==> config.mk <==
export PLATFORM = sky130hd
export DESIGN_NAME = rtp_interleaved_header_rewriter
export DESIGN_NICKNAME = d
export VERILOG_FILES = /design/src/rtp_ihr_pkg.sv /design/src/rtp_ihr_window.sv /design/src/rtp_ihr_drain.sv /design/src/rtp_interleaved_header_rewriter.sv
export VERILOG_INCLUDE_DIRS = /design/src /design/src/src
export SDC_FILE = /design/constraint.sdc
export NUM_CORES = 1
export LEC_CHECK = 0
export ABC_CLOCK_PERIOD_IN_PS = 10800
export BUFFER_PORTS_ARGS = -buffer_cell sky130_fd_sc_hd__buf_4
export CORE_MARGIN = 2
export CORE_UTILIZATION = 45
export DETAILED_ROUTE_END_ITERATION = 6
export HOLD_SLACK_MARGIN = 0.02
export SLEW_MARGIN = 30
export SYNTH_ARGS = -nofsm -noshare
export SYNTH_HDL_FRONTEND = slang
export SYNTH_SLANG_ARGS = --single-unit
==> constraint.sdc <==
create_clock -name aclk -period 10.8 [get_ports aclk]
set_input_delay 0 -clock aclk [delete_from_list [all_inputs] [get_ports aclk]]
set_output_delay 0 -clock aclk [all_outputs]
set_load 0.1 [all_outputs]
==> src/rtp_interleaved_header_rewriter_assert.svh <==
// ----------------------------------------------------------------------------
// RTP header rewriter assertion macros
// Same-cycle implication and next-cycle checks shared by the window core and the result buffer.
// ----------------------------------------------------------------------------
`ifndef RTP_INTERLEAVED_HEADER_REWRITER_ASSERT_SVH
`define RTP_INTERLEAVED_HEADER_REWRITER_ASSERT_SVH

// Same-cycle implication, disabled while reset is asserted.
`define RTP_IHR_ASSERT_NOW(label, clk, rstn, ante, cons) \
    label: assert property (@(posedge clk) disable iff (!rstn) (ante) |-> (cons)) \
        else $error("rtp_ihr: same-cycle check failed");

// Next-cycle implication, disabled while reset is asserted.
`define RTP_IHR_ASSERT_NEXT(label, clk, rstn, ante, cons) \
    label: assert property (@(posedge clk) disable iff (!rstn) (ante) |=> (cons)) \
        else $error("rtp_ihr: next-cycle check failed");

`endif

==> src/rtp_ihr_pkg.sv <==
// ----------------------------------------------------------------------------
// RTP header rewriter package
// Shared constants, types and helpers for the interleaved RTP header rewriter.
// ----------------------------------------------------------------------------
`default_nettype none

package rtp_ihr_pkg;

    // Window holds one interleaved prefix (4 bytes) plus a 12-byte RTP header.
    localparam int WinLen   = 16;
    localparam int FillW    = $clog2(WinLen);
    localparam int CountW   = $clog2(WinLen + 1);

    localparam logic [FillW-1:0] FullFill  = FillW'(WinLen - 1);
    localparam logic [FillW-1:0] StartFill = FillW'(5);

    // Header bytes
    localparam logic [7:0] HdrDollar  = 8'h24;
    localparam logic [7:0] HdrChan0   = 8'h00;
    localparam logic [7:0] HdrVersion = 8'h80;
    localparam logic [7:0] HdrPtLow   = 8'h60;
    localparam logic [7:0] HdrPtHigh  = 8'hE0;

    localparam logic [15:0] JumpThreshReset = 16'd100;

    // Item codes
    localparam logic OpData = 1'b0;
    localparam logic OpArm  = 1'b1;

    typedef logic [WinLen-1:0][7:0] byte_win_t;

    // Request from the window core to the result buffer
    typedef struct packed {
        logic              load;
        logic [CountW-1:0] count;
        logic              seg_flush;
    } drain_load_t;

    function automatic logic pt_ok(input logic [7:0] v);
        pt_ok = (v == HdrPtLow) || (v == HdrPtHigh);
    endfunction

endpackage

`default_nettype wire

==> src/rtp_ihr_window.sv <==
// ----------------------------------------------------------------------------
// RTP header rewriter window core
// Holds the 16-byte window, detects and rewrites RTP headers, hands results on.
// ----------------------------------------------------------------------------
`default_nettype none
`include "rtp_interleaved_header_rewriter_assert.svh"

module rtp_ihr_window
    import rtp_ihr_pkg::*;
(
    input  wire logic        aclk,
    input  wire logic        aresetn,
    input  wire logic [15:0] jump_threshold,
    input  wire logic        item_valid,
    input  wire logic        item_opcode,
    input  wire logic [7:0]  item_byte,
    input  wire logic        item_seg_end,
    input  wire logic        drain_free,
    output logic             item_take,
    output drain_load_t      load,
    output byte_win_t        load_bytes
);

    byte_win_t          win_reg, win_next;
    logic [FillW-1:0]   fill_reg, fill_next;
    logic               head_reg, head_next;
    logic               started_reg, started_next;
    logic               armed_reg, armed_next;
    logic [15:0]        seq_off_reg, seq_off_next;
    logic [31:0]        time_off_reg, time_off_next;
    logic [31:0]        ssrc_ovr_reg, ssrc_ovr_next;
    logic [15:0]        last_in_seq_reg, last_in_seq_next;
    logic [31:0]        last_in_ssrc_reg, last_in_ssrc_next;
    logic [15:0]        last_out_seq_reg, last_out_seq_next;
    logic [31:0]        last_out_time_reg, last_out_time_next;

    byte_win_t   win_a, win_r, win_shift;
    logic        full, produces, start_hit, started_a, hdr_match, jump_hit, seq_ge;
    logic [15:0] in_seq, out_seq, jump;
    logic [31:0] in_ts, in_ssrc, out_ts, ssrc_new;

    assign full      = (fill_reg == FullFill);
    assign produces  = (item_opcode == OpData) && (item_seg_end || full);
    assign item_take = item_valid && (!produces || drain_free);

    always_comb begin
        win_a = win_reg;
        for (int i = 0; i < WinLen; i++) begin
            if (fill_reg == FillW'(i)) begin
                win_a[i] = item_byte;
            end
        end

        // Stream opens on a segment whose 5th/6th bytes look like RTP
        start_hit = !started_reg && head_reg && (fill_reg == StartFill) &&
                    (win_a[4] == HdrVersion) && pt_ok(win_a[5]);
        started_a = started_reg || start_hit;

        hdr_match = started_a && full && (win_a[0] == HdrDollar) &&
                    (win_a[1] == HdrChan0) && (win_a[4] == HdrVersion) &&
                    pt_ok(win_a[5]);

        in_seq  = {win_a[6], win_a[7]};
        in_ts   = {win_a[8], win_a[9], win_a[10], win_a[11]};
        in_ssrc = {win_a[12], win_a[13], win_a[14], win_a[15]};

        seq_ge   = (in_seq >= last_in_seq_reg);
        jump     = seq_ge ? (in_seq - last_in_seq_reg) : (last_in_seq_reg - in_seq);
        jump_hit = armed_reg && (jump > jump_threshold);

        // On a jump the new offset lands exactly on the last outgoing values
        out_seq  = jump_hit ? last_out_seq_reg  : (in_seq + seq_off_reg);
        out_ts   = jump_hit ? last_out_time_reg : (in_ts + time_off_reg);
        ssrc_new = (jump_hit && (ssrc_ovr_reg == 32'd0)) ? last_in_ssrc_reg : ssrc_ovr_reg;

        win_r = win_a;
        if (hdr_match) begin
            win_r[6]  = out_seq[15:8];
            win_r[7]  = out_seq[7:0];
            win_r[8]  = out_ts[31:24];
            win_r[9]  = out_ts[23:16];
            win_r[10] = out_ts[15:8];
            win_r[11] = out_ts[7:0];
            if (ssrc_new != 32'd0) begin
                win_r[12] = ssrc_new[31:24];
                win_r[13] = ssrc_new[23:16];
                win_r[14] = ssrc_new[15:8];
                win_r[15] = ssrc_new[7:0];
            end
        end

        for (int i = 0; i < WinLen - 1; i++) begin
            win_shift[i] = win_r[i+1];
        end
        win_shift[WinLen-1] = 8'h00;
    end

    always_comb begin
        win_next           = win_reg;
        fill_next          = fill_reg;
        head_next          = head_reg;
        started_next       = started_reg;
        armed_next         = armed_reg;
        seq_off_next       = seq_off_reg;
        time_off_next      = time_off_reg;
        ssrc_ovr_next      = ssrc_ovr_reg;
        last_in_seq_next   = last_in_seq_reg;
        last_in_ssrc_next  = last_in_ssrc_reg;
        last_out_seq_next  = last_out_seq_reg;
        last_out_time_next = last_out_time_reg;

        if (item_take) begin
            if (item_opcode == OpArm) begin
                armed_next = 1'b1;
            end else begin
                started_next = started_a;
                if (hdr_match) begin
                    last_in_seq_next   = in_seq;
                    last_in_ssrc_next  = in_ssrc;
                    last_out_seq_next  = out_seq;
                    last_out_time_next = out_ts;
                    if (jump_hit) begin
                        seq_off_next  = last_out_seq_reg - in_seq;
                        time_off_next = last_out_time_reg - in_ts;
                        ssrc_ovr_next = ssrc_new;
                        armed_next    = 1'b0;
                    end
                end
                if (item_seg_end) begin
                    fill_next = '0;
                    head_next = 1'b1;
                end else if (full) begin
                    win_next  = win_shift;
                    head_next = 1'b0;
                end else begin
                    win_next  = win_a;
                    fill_next = fill_reg + FillW'(1);
                end
            end
        end
    end

    always_comb begin
        load.load      = item_take && produces;
        load.seg_flush = item_seg_end;
        load.count     = item_seg_end ? (CountW'(fill_reg) + CountW'(1)) : CountW'(1);
        load_bytes     = win_r;
    end

    always_ff @(posedge aclk) begin
        if (!aresetn) begin
            fill_reg          <= '0;
            head_reg          <= 1'b1;
            started_reg       <= 1'b0;
            armed_reg         <= 1'b0;
            seq_off_reg       <= '0;
            time_off_reg      <= '0;
            ssrc_ovr_reg      <= '0;
            last_in_seq_reg   <= '0;
            last_in_ssrc_reg  <= '0;
            last_out_seq_reg  <= '0;
            last_out_time_reg <= '0;
        end else begin
            fill_reg          <= fill_next;
            head_reg          <= head_next;
            started_reg       <= started_next;
            armed_reg         <= armed_next;
            seq_off_reg       <= seq_off_next;
            time_off_reg      <= time_off_next;
            ssrc_ovr_reg      <= ssrc_ovr_next;
            last_in_seq_reg   <= last_in_seq_next;
            last_in_ssrc_reg  <= last_in_ssrc_next;
            last_out_seq_reg  <= last_out_seq_next;
            last_out_time_reg <= last_out_time_next;
        end
    end

    always_ff @(posedge aclk) begin
        win_reg <= win_next;
    end

    `RTP_IHR_ASSERT_NOW(a_load_needs_data, aclk, aresetn, load.load, item_take && (item_opcode == OpData))
    `RTP_IHR_ASSERT_NOW(a_single_when_no_flush, aclk, aresetn, load.load && !load.seg_flush, load.count == CountW'(1))
    `RTP_IHR_ASSERT_NEXT(a_flush_empties, aclk, aresetn, item_take && (item_opcode == OpData) && item_seg_end, fill_reg == '0)

endmodule

`default_nettype wire

==> src/rtp_ihr_drain.sv <==
// ----------------------------------------------------------------------------
// RTP header rewriter result buffer
// Holds up to one window of results and shifts them out one per handshake.
// ----------------------------------------------------------------------------
`default_nettype none
`include "rtp_interleaved_header_rewriter_assert.svh"

module rtp_ihr_drain
    import rtp_ihr_pkg::*;
(
    input  wire logic        aclk,
    input  wire logic        aresetn,
    input  wire drain_load_t load,
    input  wire byte_win_t   load_bytes,
    output logic             drain_free,
    output logic             m_valid,
    input  wire logic        m_ready,
    output logic [7:0]       m_out_byte,
    output logic             m_out_segment_end,
    output logic             m_run_last
);

    byte_win_t          bytes_reg, bytes_next;
    logic [CountW-1:0]  count_reg, count_next;
    logic               flush_reg, flush_next;
    logic               pop;

    assign m_valid           = (count_reg != '0);
    assign pop               = m_valid && m_ready;
    assign drain_free        = (count_reg == '0) || ((count_reg == CountW'(1)) && m_ready);
    assign m_out_byte        = bytes_reg[0];
    assign m_run_last        = (count_reg == CountW'(1));
    assign m_out_segment_end = (count_reg == CountW'(1)) && flush_reg;

    always_comb begin
        bytes_next = bytes_reg;
        count_next = count_reg;
        flush_next = flush_reg;
        if (load.load) begin
            bytes_next = load_bytes;
            count_next = load.count;
            flush_next = load.seg_flush;
        end else if (pop) begin
            for (int i = 0; i < WinLen - 1; i++) begin
                bytes_next[i] = bytes_reg[i+1];
            end
            bytes_next[WinLen-1] = 8'h00;
            count_next = count_reg - CountW'(1);
        end
    end

    always_ff @(posedge aclk) begin
        if (!aresetn) begin
            count_reg <= '0;
            flush_reg <= 1'b0;
        end else begin
            count_reg <= count_next;
            flush_reg <= flush_next;
        end
    end

    always_ff @(posedge aclk) begin
        bytes_reg <= bytes_next;
    end

    `RTP_IHR_ASSERT_NOW(a_count_bound, aclk, aresetn, 1'b1, count_reg <= CountW'(WinLen))
    `RTP_IHR_ASSERT_NOW(a_load_only_when_free, aclk, aresetn, load.load, drain_free)
    `RTP_IHR_ASSERT_NEXT(a_pop_counts_down, aclk, aresetn, pop && !load.load, count_reg == ($past(count_reg) - CountW'(1)))

endmodule

`default_nettype wire

==> src/rtp_interleaved_header_rewriter.sv <==
// ----------------------------------------------------------------------------
// RTP interleaved header rewriter
// Rewrites sequence, timestamp and SSRC of RTSP-interleaved RTP headers.
// ----------------------------------------------------------------------------
// Takes the bytes of received TCP segments, one byte or one arm-switch event per
// request, and gives out the same bytes with RTP headers renumbered so that the
// outgoing sequence and timestamp continue across a connection change. Output
// lags the input by the 16-byte window: nothing comes out while the window fills,
// then one byte per input byte, and a byte flagged as segment end flushes the
// whole window (1 to 16 results, one per output handshake). In steady state one
// byte is accepted per clock while the output is ready; the header compare, the
// jump test and the 32-bit offset adds are combinational between the input
// register and the result buffer, so the block runs one request per cycle while
// the output keeps up. A segment-end flush or a stalled output can hold the
// input: a result-giving request waits until the buffer's last result is taken.
// The jump threshold is a configuration write with reset value 100; write it
// only while no request is in flight.
// ----------------------------------------------------------------------------
`default_nettype none

module rtp_interleaved_header_rewriter
    import rtp_ihr_pkg::*;
(
    input  wire logic        aclk,
    input  wire logic        aresetn,

    // Configuration: jump threshold
    input  wire logic        cfg_valid,
    output logic             cfg_ready,
    input  wire logic [15:0] cfg_data,

    // Input requests
    input  wire logic        s_valid,
    output logic             s_ready,
    input  wire logic        s_opcode,
    input  wire logic [7:0]  s_data_byte,
    input  wire logic        s_segment_end,

    // Results
    output logic             m_valid,
    input  wire logic        m_ready,
    output logic [7:0]       m_out_byte,
    output logic             m_out_segment_end,
    output logic             m_run_last
);

    logic [15:0] thresh_reg, thresh_next;

    // Input register
    logic        in_valid_reg, in_valid_next;
    logic        in_op_reg;
    logic [7:0]  in_byte_reg;
    logic        in_seg_reg;
    logic        s_fire;

    logic        item_take;
    logic        drain_free;
    drain_load_t load;
    byte_win_t   load_bytes;

    // Always ready; the user must write thresh only between requests; unchecked.
    assign cfg_ready   = 1'b1;
    assign thresh_next = (cfg_valid && cfg_ready) ? cfg_data : thresh_reg;

    // Refill the input register as soon as the core takes the held request
    assign s_ready       = !in_valid_reg || item_take;
    assign s_fire        = s_valid && s_ready;
    assign in_valid_next = s_fire ? 1'b1 : (item_take ? 1'b0 : in_valid_reg);

    always_ff @(posedge aclk) begin
        if (!aresetn) begin
            thresh_reg   <= JumpThreshReset;
            in_valid_reg <= 1'b0;
        end else begin
            thresh_reg   <= thresh_next;
            in_valid_reg <= in_valid_next;
        end
    end

    // Hold the payload until the next request lands
    always_ff @(posedge aclk) begin
        if (s_fire) begin
            in_op_reg   <= s_opcode;
            in_byte_reg <= s_data_byte;
            in_seg_reg  <= s_segment_end;
        end
    end

    rtp_ihr_window u_window (
        .aclk           (aclk),
        .aresetn        (aresetn),
        .jump_threshold (thresh_reg),
        .item_valid     (in_valid_reg),
        .item_opcode    (in_op_reg),
        .item_byte      (in_byte_reg),
        .item_seg_end   (in_seg_reg),
        .drain_free     (drain_free),
        .item_take      (item_take),
        .load           (load),
        .load_bytes     (load_bytes)
    );

    rtp_ihr_drain u_drain (
        .aclk              (aclk),
        .aresetn           (aresetn),
        .load              (load),
        .load_bytes        (load_bytes),
        .drain_free        (drain_free),
        .m_valid           (m_valid),
        .m_ready           (m_ready),
        .m_out_byte        (m_out_byte),
        .m_out_segment_end (m_out_segment_end),
        .m_run_last        (m_run_last)
    );

endmodule

`default_nettype wire
# Word level (Yosys, flattened, before mapping)
# Cells that the tools add are included.
# totals
regBits	472
inputBits	31
output_inout_bits	13
wordCells	166
# op_classes
n_addsub	9
order_cmp	2
n_eq_ne	21
muxes	37
bitwise	2
n_reduce_logical	45
# ops
cell	n
$mux 128	2
$mux 8	16
$mux 120	1
$mux 32	3
$mux 80	1
$sub 16x16->16	3
$add 32x32->32	1
$eq 4x4->1 const B	8
$logic_not 32->1	1
$mux 16	2
$reduce_bool 32->1	1
$sub 32x32->32	1
$logic_and 1x1->1	18
$add 16x16->16	1
$eq 4x3->1 const B	4
$eq 8x8->1 const B	2
$ge 16x16->1	1
$gt 16x16->1	1
$mux 5	3
$reduce_and 3->1	5
$reduce_bool 2->1	5
$eq 4x2->1 const B	2
$eq 8x6->1 const B	1
$eq 8x7->1 const B	1
other kinds (17)	32

# Logic depth before layout (Yosys ltp)
# Gate-level depths: netlist of run 1.
# depth
word_depth	13
ltp_mapped	33
ltp_nobuf	27

# Modules after synthesis
# From an unflattened synthesis of run 1, not the netlist that was laid out.
# unflattened
hier_cells	2999
hier_area_um2	28389.7
# modules_own_cells
module	n_inst	cells_per_inst	area_per_inst_um2	seq_area_each_um2
rtp_ihr_window	1	2605	21683.3	7507.2
rtp_ihr_drain	1	326	5743.0	3963.8
rtp_interleaved_header_rewriter	1	68	963.4	640.6

# Worst setup path before layout of run 1
# Ideal clock, no wire load.
# synth_path
path_kind	register to register
startpoint	register u_drain.count_reg[2]
endpoint	register u_window.win_reg[0] (netlist name), enable pin
setup_ns	0.617
arrival_ns	7.448
required_ns	10.183
setup_slack_ns	2.735
stages_incl_launch_ff	8
path_buffers	1
synth_period_minus_slack_ns	8.065
cell_sequence	dfxtp_1 > nor3_1 > nand2_1 > o211ai_1 > nand2_1 > or2_2 > clkbuf_1 > nor2_1
# synth_between
elab_chain_len	6
elab_cells_between_ends	7
# synth_lines
element	line	rtl
start, declared	rtp_ihr_drain.sv:24	logic [CountW-1:0] count_reg, count_next;
start signal, assigned	rtp_ihr_drain.sv:57	count_reg <= count_next;
$eq 5x1->1	rtp_ihr_drain.sv:30	assign drain_free = (count_reg == '0) || ((count_reg == CountW'(1)) && m_ready);
$logic_and 1x1->1	rtp_ihr_drain.sv:30	
$logic_or 1x1->1 *	rtp_ihr_drain.sv:30	
$logic_or 1x1->1 *	rtp_ihr_window.sv:44	assign item_take = item_valid && (!produces || drain_free);
$logic_and 1x1->1 *	rtp_ihr_window.sv:44	
$reduce_and 3->1 (no line) *	n/a	
end signal, assigned	rtp_ihr_window.sv:179	win_reg <= win_next;
end, declared	rtp_ihr_window.sv:24	byte_win_t win_reg, win_next;
# Every way passes the cells marked *; elsewhere a longest branch is shown, timed or not.
# A chain may end at the register's enable or synchronous reset.

==> flow_summary.ini, run 1 <==
[synthesis]
synth_most_common_cell = nand2_1
synth_cell_type_count = 84
yosys_warnings = 0
avgSynthCellArea_um2 = 8.92
yosysSeqAreaShare_pct = 43.3
synth_edf_count = 266
yosys.area.top_type = edfxtp_1
syn_nets = 3314
netlist_area_um2 = 27900
yosys.area.top_type_share_pct = 28.6
ys_top_cells_by_count = nand2_1 (414), nor2_1 (346), a21oi_1 (310)
ys_seq_elements = 472
synthCells = 3132
yosys-top-cells-area = edfxtp_1 (29%), dfxtp_1 (15%), ha_1 (6.5%)
synthArstFlopShare_pct = 0
ys.flop_type = edfxtp_1

[cts]
cts_tree = yes
cts-root-buf = clkbuf_16
htree_num_levels = 2
clk_pin_slew_ps = 70
cts_buffer_depth = 3
clk_latency_ps = 630
cts_resized = 0
cts_setup_buffers = 0
clkSinkCount = 472
numCtsBuffers = 53

[power]
power_density_nw_per_um2 = 149
p_clk_share_pct = 40.4
switching_share_pct = 27.3
combPwrFrac_pct = 12.4
p_seq_share_pct = 47.2
peakVddDrop_uv = 125
leakage_nw = 12.6
power.switching_mw = 1.27
p_int_mw = 3.39

[worst_setup_path]
cp_max_fo = 42
max_stage_delay_ps = 920
critPathLaunchType = flip-flop
cpLargestDelayFamily = compound AO/OA/AOI/OAI gates
crit_type = reg -> reg
crit_required_ps = 11140
cp-end-kind = flip-flop
cp.arrival_ps = 9400
critPathSlowestCell = o41ai_2
crit_buf_inv = 3

[finish]
fillers = 5731
stdcell_area_um2 = 31200
multiInputGateArea_um2 = 14700
final_nets = 3307
largest_reg_flops = 128
final_util_pct = 50.7
final_layout_size_suffix_gt1_share_pct = 7.67
area_growth_pct = 11.8
n_antenna_cell = 0
regArea_um2 = 12100

[die]
rows = 91
die_w_um = 253
pin_count = 44
dieHeight_um = 253
dieArea_um2 = 64100
coreArea_um2 = 61600
initial_core_util_pct = 45.4

[drt]
wl_mm = 87.8
first_pass_iters = 5
viasPerCell = 5.98
vias = 24000
wl_per_cell_um = 21.9
antenna_left = 0
drtIter0Drc = 2039
route.detailed.drc = 0

[place]
io_buffers = 42
hpwl_mm = 58.4
pre_cts_ws_ps = 1920
place_area_um2 = 29000
gp_congestion = 0.885

[global_route]
grt_pass1_vias = 22900
grt_overflow_total = 0
grt_pass1_wl_mm = 135
grt_max_degree = 219
antenna_found_initial = 0
grt.total_usage_pct = 27.0

[timing]
skew_ps = 43.9
setup_viol = 0
worst_slack_ps = 1740
tightestPinTransition_ps = 938
max_freq_ghz = 0.110
finalHoldViolCount = 0
slew_viol_final = 0
fin_crit_ps = 9060
max_slew_margin_pct = 36.8
grt_setup_unrepaired = false
post-route-period-util_pct = 83.9
finalSetupTns_ps = 0

[job]
max_cap_violations = 0

[run_status]
status = finished clean

[min_path]
hp-class = in -> reg
placed cells by master (no fill, tap or decap), types with 15 or more instances in the layout:
master           n
edfxtp_1       266
dfxtp_1        206
nor4_1          25
nand2_1        413
o21ai_0        213
o21bai_1        15
clkbuf_16       53
mux2_2          35
and3_1          21
a211oi_1        61
o22ai_1         47
nor2b_1         23
nand3_1         40
a21oi_1        310
ha_1           145
o21a_1          19
xnor2_1         59
a21o_1          60
nor3_1          36
a31oi_1         37
inv_1          121
o211ai_1        15
mux2i_1        166
xor2_1          31
nor2_1         342
buf_4           85
nand4_1         15
dlygate4sd3_1   48
and2_1          21
timing repair:
action	in CTS	in global routing
hold buffers	48	0
endpoints found under the hold margin	48	0
endpoints found under the setup margin	0	0
power groups by stage:
stage          clock [mW]  sequential, mW  combinational, mW
6_report             1.89            2.20              0.576
3_3_place_gp            0            2.24              0.548
5_1_grt              1.97            2.22              0.628
4_1_cts              1.91            2.20              0.577
2_1_floorplan           0            2.23              0.392
3_5_place_dp            0            2.24              0.559
layout make-up:
cell class	count	area share (%)
inverters	122	1.49
repair buffers	135	3.68
clock inverters	28	1.13
well taps	837	3.35
flip-flops and latches	472	38.8
multi-input cells	2341	47.0
clock buffers	71	4.59
stage by stage:
step                std cells  hold WS (ps)  power [mW]
global route             4006           116        4.82
CTS                      4006           104        4.68
detailed placement       3859           179        2.80
global placement         3859           180        2.79
floorplan                3132          98.9        2.62
finish                   4006           129        4.66
cells by family (layout without fill, tap and decap cells):
kind of cell	count (synthesis)	count (layout)	synth area share, %
flip-flops	472	472	43.3
XOR/XNOR	90	90	2.82
adder cells (fa/ha/maj)	151	151	6.92
AO/OA/AOI/OAI	887	887	19.2
other	1	1	0.0134
multiplexers	201	201	7.36
buffers and inverters	319	356	4.50
AND/OR/NAND/NOR	1011	1011	15.8
final timing paths:
| check | startpoint | endpoint | slack [ps] | cells after the start |
|---|---|---|---|---|
| worst min register to register | u_drain.flush_reg | u_drain.flush_reg | 460 | 2 |
| worst min-delay path | s_opcode | in_op_reg | 130 | 2 |
| worst max register to register | u_window.fill_reg[2] | u_drain.bytes_reg[79] | 1740 | 25 |
| worst max-delay path | u_window.fill_reg[2] | u_drain.bytes_reg[79] | 1740 | 25 |
routing by layer:
metal	global-route usage [%]	routed length, um	vias up
li1	-	-	11300
met1	38.3	39700	11600
met2	43.1	39800	900
met3	3.66	5890	146
met4	7.83	2380	0
met5	0	0	-
Note: power is estimated with default switching activity, not from simulation.
==> run 2, diff against run 1 <==
Settings changed: ABC_CLOCK_PERIOD_IN_PS 10800 to 9500.
Clock period 10.8 ns to 9.5 ns, I/O delays scaled along.
==> run 2 against run 1 <==
Cell count increased by 0.12%; sequential share of layout area fell by 0.25 points; register-to-register slack lost 950 ps; utilization increased by 0.32 points; critical path type unchanged; critical endpoint is now u_window.time_off_reg[31].
==> flow_summary.ini, run 2 (synthesis gave the netlist of run 1 again) <==
[power]
peakVddDrop_uv = 115
p_int_mw = 4.00
total_power_mw = 5.46
leakage_nw = 12.7
switching_share_pct = 26.7
p_seq_share_pct = 45.9
power_density_nw_per_um2 = 174
combPwrFrac_pct = 12.0
p_clk_share_pct = 42.1
power.switching_mw = 1.46

[global_route]
grt_pass1_wl_mm = 135
grt_max_degree = 219
antenna_found_initial = 0
grt_overflow_total = 0
gr-usage-met1_pct = 37.0
grt.total_usage_pct = 26.8
grt_pass1_vias = 23100
busiest_layer = met2
gr-usage-met2_pct = 44.1
use_met3_pct = 3.40

[worst_setup_path]
critPathLaunchType = flip-flop
cp.arrival_ps = 9180
r2r_start = u_window.fill_reg[2]
reg2reg_depth = 29
cp_max_fo = 28
r2r_slack_ps = 790
critPathSlowestCell = and2_1
crit_required_ps = 9970
crit_type = reg -> reg
startpoint = u_window.fill_reg[2]
max_stage_delay_ps = 650
cp-endpoint = u_window.time_off_reg[31]
r2r-end = u_window.time_off_reg[31]
cp-end-kind = flip-flop

[die]
initial_core_util_pct = 45.4
dieArea_um2 = 64100
rows = 91
pin_count = 44
coreArea_um2 = 61600
die_w_um = 253
dieHeight_um = 253

[drt]
route.detailed.drc = 0
viasPerCell = 5.96
wl_mm = 87.3
vias = 23900
antenna_left = 0
drtIter0Drc = 2276
first_pass_iters = 7
wl_per_cell_um = 21.8

[place]
io_buffers = 42
hpwl_mm = 59.1
pre_cts_ws_ps = 931
gp_congestion = 0.948

[timing]
finalHoldViolCount = 0
tightestPinTransition_ps = 977
finalSetupTns_ps = 0
max_freq_ghz = 0.115
grt_setup_unrepaired = false
setup_viol = 0
slew_viol_final = 0
fin_crit_ps = 8710
skew_ps = 24.1
worst_slack_ps = 788
post-route-period-util_pct = 91.7
max_slew_margin_pct = 34.1

[cts]
cts_buffer_depth = 3
cts-root-buf = clkbuf_16
htree_num_levels = 2
clk_pin_slew_ps = 60
cts_setup_buffers = 0
cts_tree = yes
clk_latency_ps = 630
numCtsBuffers = 54
clkSinkCount = 472
cts_resized = 0

[job]
max_cap_violations = 0

[finish]
largest_reg_flops = 128
n_antenna_cell = 0
final_layout_size_suffix_gt1_share_pct = 7.91
final_common_cell = nand2_1
final_nets = 3310
final_cell_mix = nand2_1 (411), nor2_1 (342), a21oi_1 (310)
area_growth_pct = 12.5
final_util_pct = 51.0
fillers = 5706

[min_path]
worstHoldStart = s_data_byte[7]
hp-class = in -> reg

[run_status]
status = finished clean
## run 2: cell count changes in the layout (fill, tap and decap cells not counted), sizes merged
cell and change:
buf +2, bufinv +1, clkbuf +9, clkinv -8
clkinvlp -1, inv +2
## run 2: final cells by class
type	instances	area (um2)	share of cell area [%]
Multi-Input combinational cell	2341	14700	46.7
Sequential cell	472	12100	38.5
Clock buffer	80	1620	5.14
Timing Repair Buffer	137	1180	3.77
Tap cell	837	1050	3.33
Inverter	122	463	1.47
Clock inverter	22	338	1.07
## run 2: stage by stage
step                cell area [um2]  hold WS (ps)  instances
global placement              29000           180       3861
CTS                           31400          74.5       4011
detailed placement            29000           182       3861
floorplan                     27900          98.9       3132
global route                  31400          90.5       4011
finish                        31400           101       4011
## run 2: how the worst min path moves through the flow
| stage | to | slack, ps | depth (start not counted) |
|---|---|---|---|
| 2_1_floorplan | in_byte_reg[0] | 100 | 0 |
| 3_3_place_gp | in_byte_reg[1] | 180 | 1 |
| 3_5_place_dp | in_byte_reg[7] | 180 | 1 |
| 4_1_cts | in_byte_reg[5] | 70 | 2 |
| 5_1_grt | in_byte_reg[2] | 90 | 2 |
| 6_report | in_byte_reg[7] | 100 | 2 |
## run 2: routing by layer
layer	vias up	routed length, um
li1	11300	-
met1	11600	38700
met2	874	40300
met3	136	5970
met4	0	2290
met5	-	0
## run 2: critical path: cells and delay by family (launching register included)
family / cells / cell delay, ps
fa+ha+maj: 2 / 760
buf+inv: 4 / 1180
compound gates: 8 / 1690
flops: 1 / 610
mux: 3 / 740
simple gates: 12 / 3540
## run 2: power groups by stage
stage	Clock (mW)	Sequential (mW)	Combinational, mW
after global placement	0	2.55	0.619
after global routing	2.41	2.52	0.712
after detailed placement	0	2.55	0.629
final	2.30	2.51	0.656
after floorplan	0	2.54	0.445
after CTS	2.33	2.51	0.649
## run 2: repair_timing
| item | in CTS | in global routing |
|---|---|---|
| hold buffers | 48 | 0 |
| endpoints found under the hold margin | 50 | 0 |
| endpoints found under the setup margin | 0 | 0 |
==> run 3, diff against run 2 <==
Settings changed: PLACE_DENSITY set to 0.62.
==> run 3 against run 2 <==
Global-route usage increased by 0.19 points; die area is the same; count of clock-buffer cells in the layout decreased by 3; wire length rose by 0.79%; non-clock buffer count rose by 2; critical path type unchanged; highest routed layer unchanged.
==> flow_summary.ini, run 3 (synthesis gave the netlist of run 1 again) <==
[cts]
cts-root-buf = clkbuf_16
clkSinkCount = 472
clk_latency_ps = 630
numCtsBuffers = 54
htree_num_levels = 2
cts_tree = yes
cts_buffer_depth = 3
clk_pin_slew_ps = 60
cts_setup_buffers = 0

[finish]
final_common_cell = nand2_1
final_layout_size_suffix_gt1_share_pct = 7.97
area_growth_pct = 12.2
largest_reg_flops = 128
stdcell_area_um2 = 31400
final_util_pct = 50.9
final_nets = 3312
n_antenna_cell = 0
final_cell_mix = nand2_1 (412), nor2_1 (342), a21oi_1 (310)
fillers = 5628

[worst_setup_path]
cp-end-kind = flip-flop
r2r_slack_ps = 600
worst-path-stages = 26
reg2reg_depth = 26
max_stage_delay_ps = 1030
startpoint = u_window.fill_reg[2]
cp_max_fo = 30
cpLargestDelayFamily = simple AND/OR/NAND/NOR gates
crit_type = reg -> reg
critPathSlowestCell = o311ai_0
crit_required_ps = 9830
r2r-end = u_window.win_reg[59]
critPathLaunchType = flip-flop
crit_buf_inv = 3
r2r_start = u_window.fill_reg[2]
cp-endpoint = u_window.win_reg[59]
cp.arrival_ps = 9230

[drt]
wl_mm = 87.9
route.detailed.drc = 0
viasPerCell = 5.99
first_pass_iters = 5
drtIter0Drc = 2000
wl_per_cell_um = 21.9
antenna_left = 0
vias = 24100

[place]
io_buffers = 42
pre_cts_ws_ps = 733
hpwl_mm = 59.0
place_area_um2 = 29000
gp_congestion = 0.916

[global_route]
grt_max_degree = 214
antenna_found_initial = 2
grt_pass1_wl_mm = 135
grt_overflow_total = 0
grt.total_usage_pct = 27.0
gr-usage-met2_pct = 44.9
busiest_layer = met2
use_met3_pct = 3.08
gr-usage-met1_pct = 36.9
grt_pass1_vias = 23300

[power]
leakage_nw = 12.7
power_density_nw_per_um2 = 172
peakVddDrop_uv = 132
total_power_mw = 5.38

[die]
die_w_um = 253
initial_core_util_pct = 45.4
pin_count = 44
rows = 91
dieHeight_um = 253
coreArea_um2 = 61600
dieArea_um2 = 64100

[timing]
post-route-period-util_pct = 93.7
max_slew_margin_pct = 22.6
finalHoldViolCount = 0
finalSetupTns_ps = 0
max_freq_ghz = 0.112
tightestPinTransition_ps = 1150
slew_viol_final = 0
grt_setup_unrepaired = false
fin_crit_ps = 8900
skew_ps = 26.6
worst_slack_ps = 600
setup_viol = 0

[job]
max_cap_violations = 0

[run_status]
status = finished clean

[min_path]
hp-class = in -> reg
-- run 3: cell count changes in the layout (fill, tap and decap cells not counted), sizes merged --
cell,before,now
clkinv,9,13
clkbuf,80,77
buf,89,90
dlygate4sd3,48,49
clkinvlp,2,4
bufinv,8,5
-- run 3: what timing repair did --
| action | in CTS | in global routing |
|---|---|---|
| hold buffers | 49 | 0 |
| hold endpoints to repair | 48 | 0 |
| resized for setup | 0 | 1 |
| setup endpoints to repair | 0 | 1 |
-- run 3: power by group --
part / internal, mW / switching (mW)
registers: 2.43 / 0.0764
logic: 0.171 / 0.477
clock network: 1.31 / 0.917
-- run 3: worst min path at each step --
stage,from,end,slack [ps],cells past startpoint
6_report,s_data_byte[1],in_byte_reg[1],100,2
5_1_grt,s_data_byte[7],in_byte_reg[7],100,2
4_1_cts,s_data_byte[1],in_byte_reg[1],80,2
3_5_place_dp,s_data_byte[7],in_byte_reg[7],180,1
3_3_place_gp,s_data_byte[1],in_byte_reg[1],180,1
2_1_floorplan,s_data_byte[0],in_byte_reg[0],100,0
-- run 3: final cells by class --
class / instances / area (um2) / area share (%)
Sequential cell: 472 / 12100 / 38.6
Multi-Input combinational cell: 2341 / 14700 / 46.7
Inverter: 122 / 465 / 1.48
Tap cell: 837 / 1050 / 3.34
Timing Repair Buffer: 139 / 1190 / 3.79
Clock inverter: 25 / 305 / 0.973
Clock buffer: 77 / 1590 / 5.07
-- run 3: worst reg2reg max path, stage by stage (launching register included) --
cell and delay [ps]:
dfxtp_1 610, nor2b_1 360, nand2_1 400, mux2i_1 510
inv_1 230, ha_1 500, a21oi_1 250, o21ai_1 160
nor4_1 290, a31o_2 200, and2_1 450, buf_4 320
mux2_2 370, o2111ai_1 240, a21boi_0 200, nor4_1 280
a311oi_1 110, ha_1 320, and4_1 210, nand4_1 150
nor3_1 200, o21ai_0 120, o2111a_1 200, or2_2 410
buf_4 310, o311ai_0 1050, a21oi_1 160
-- run 3: through the flow --
step                std cells  hold WS (ps)
floorplan                3132          98.9
global placement         3862           180
detailed placement       3862           180
CTS                      4013          77.5
global route             4013          96.8
finish                   4013           103
-- run 3: per-layer routing --
metal | share of wire [%] | routed length, um | up-vias
met1 | 44 | 38700 | 11800
met2 | 47 | 41300 | 898
met3 | 6.4 | 5600 | 143
met4 | 2.6 | 2310 | 0
met5 | 0 | 0 | -
li1 | - | - | 11200
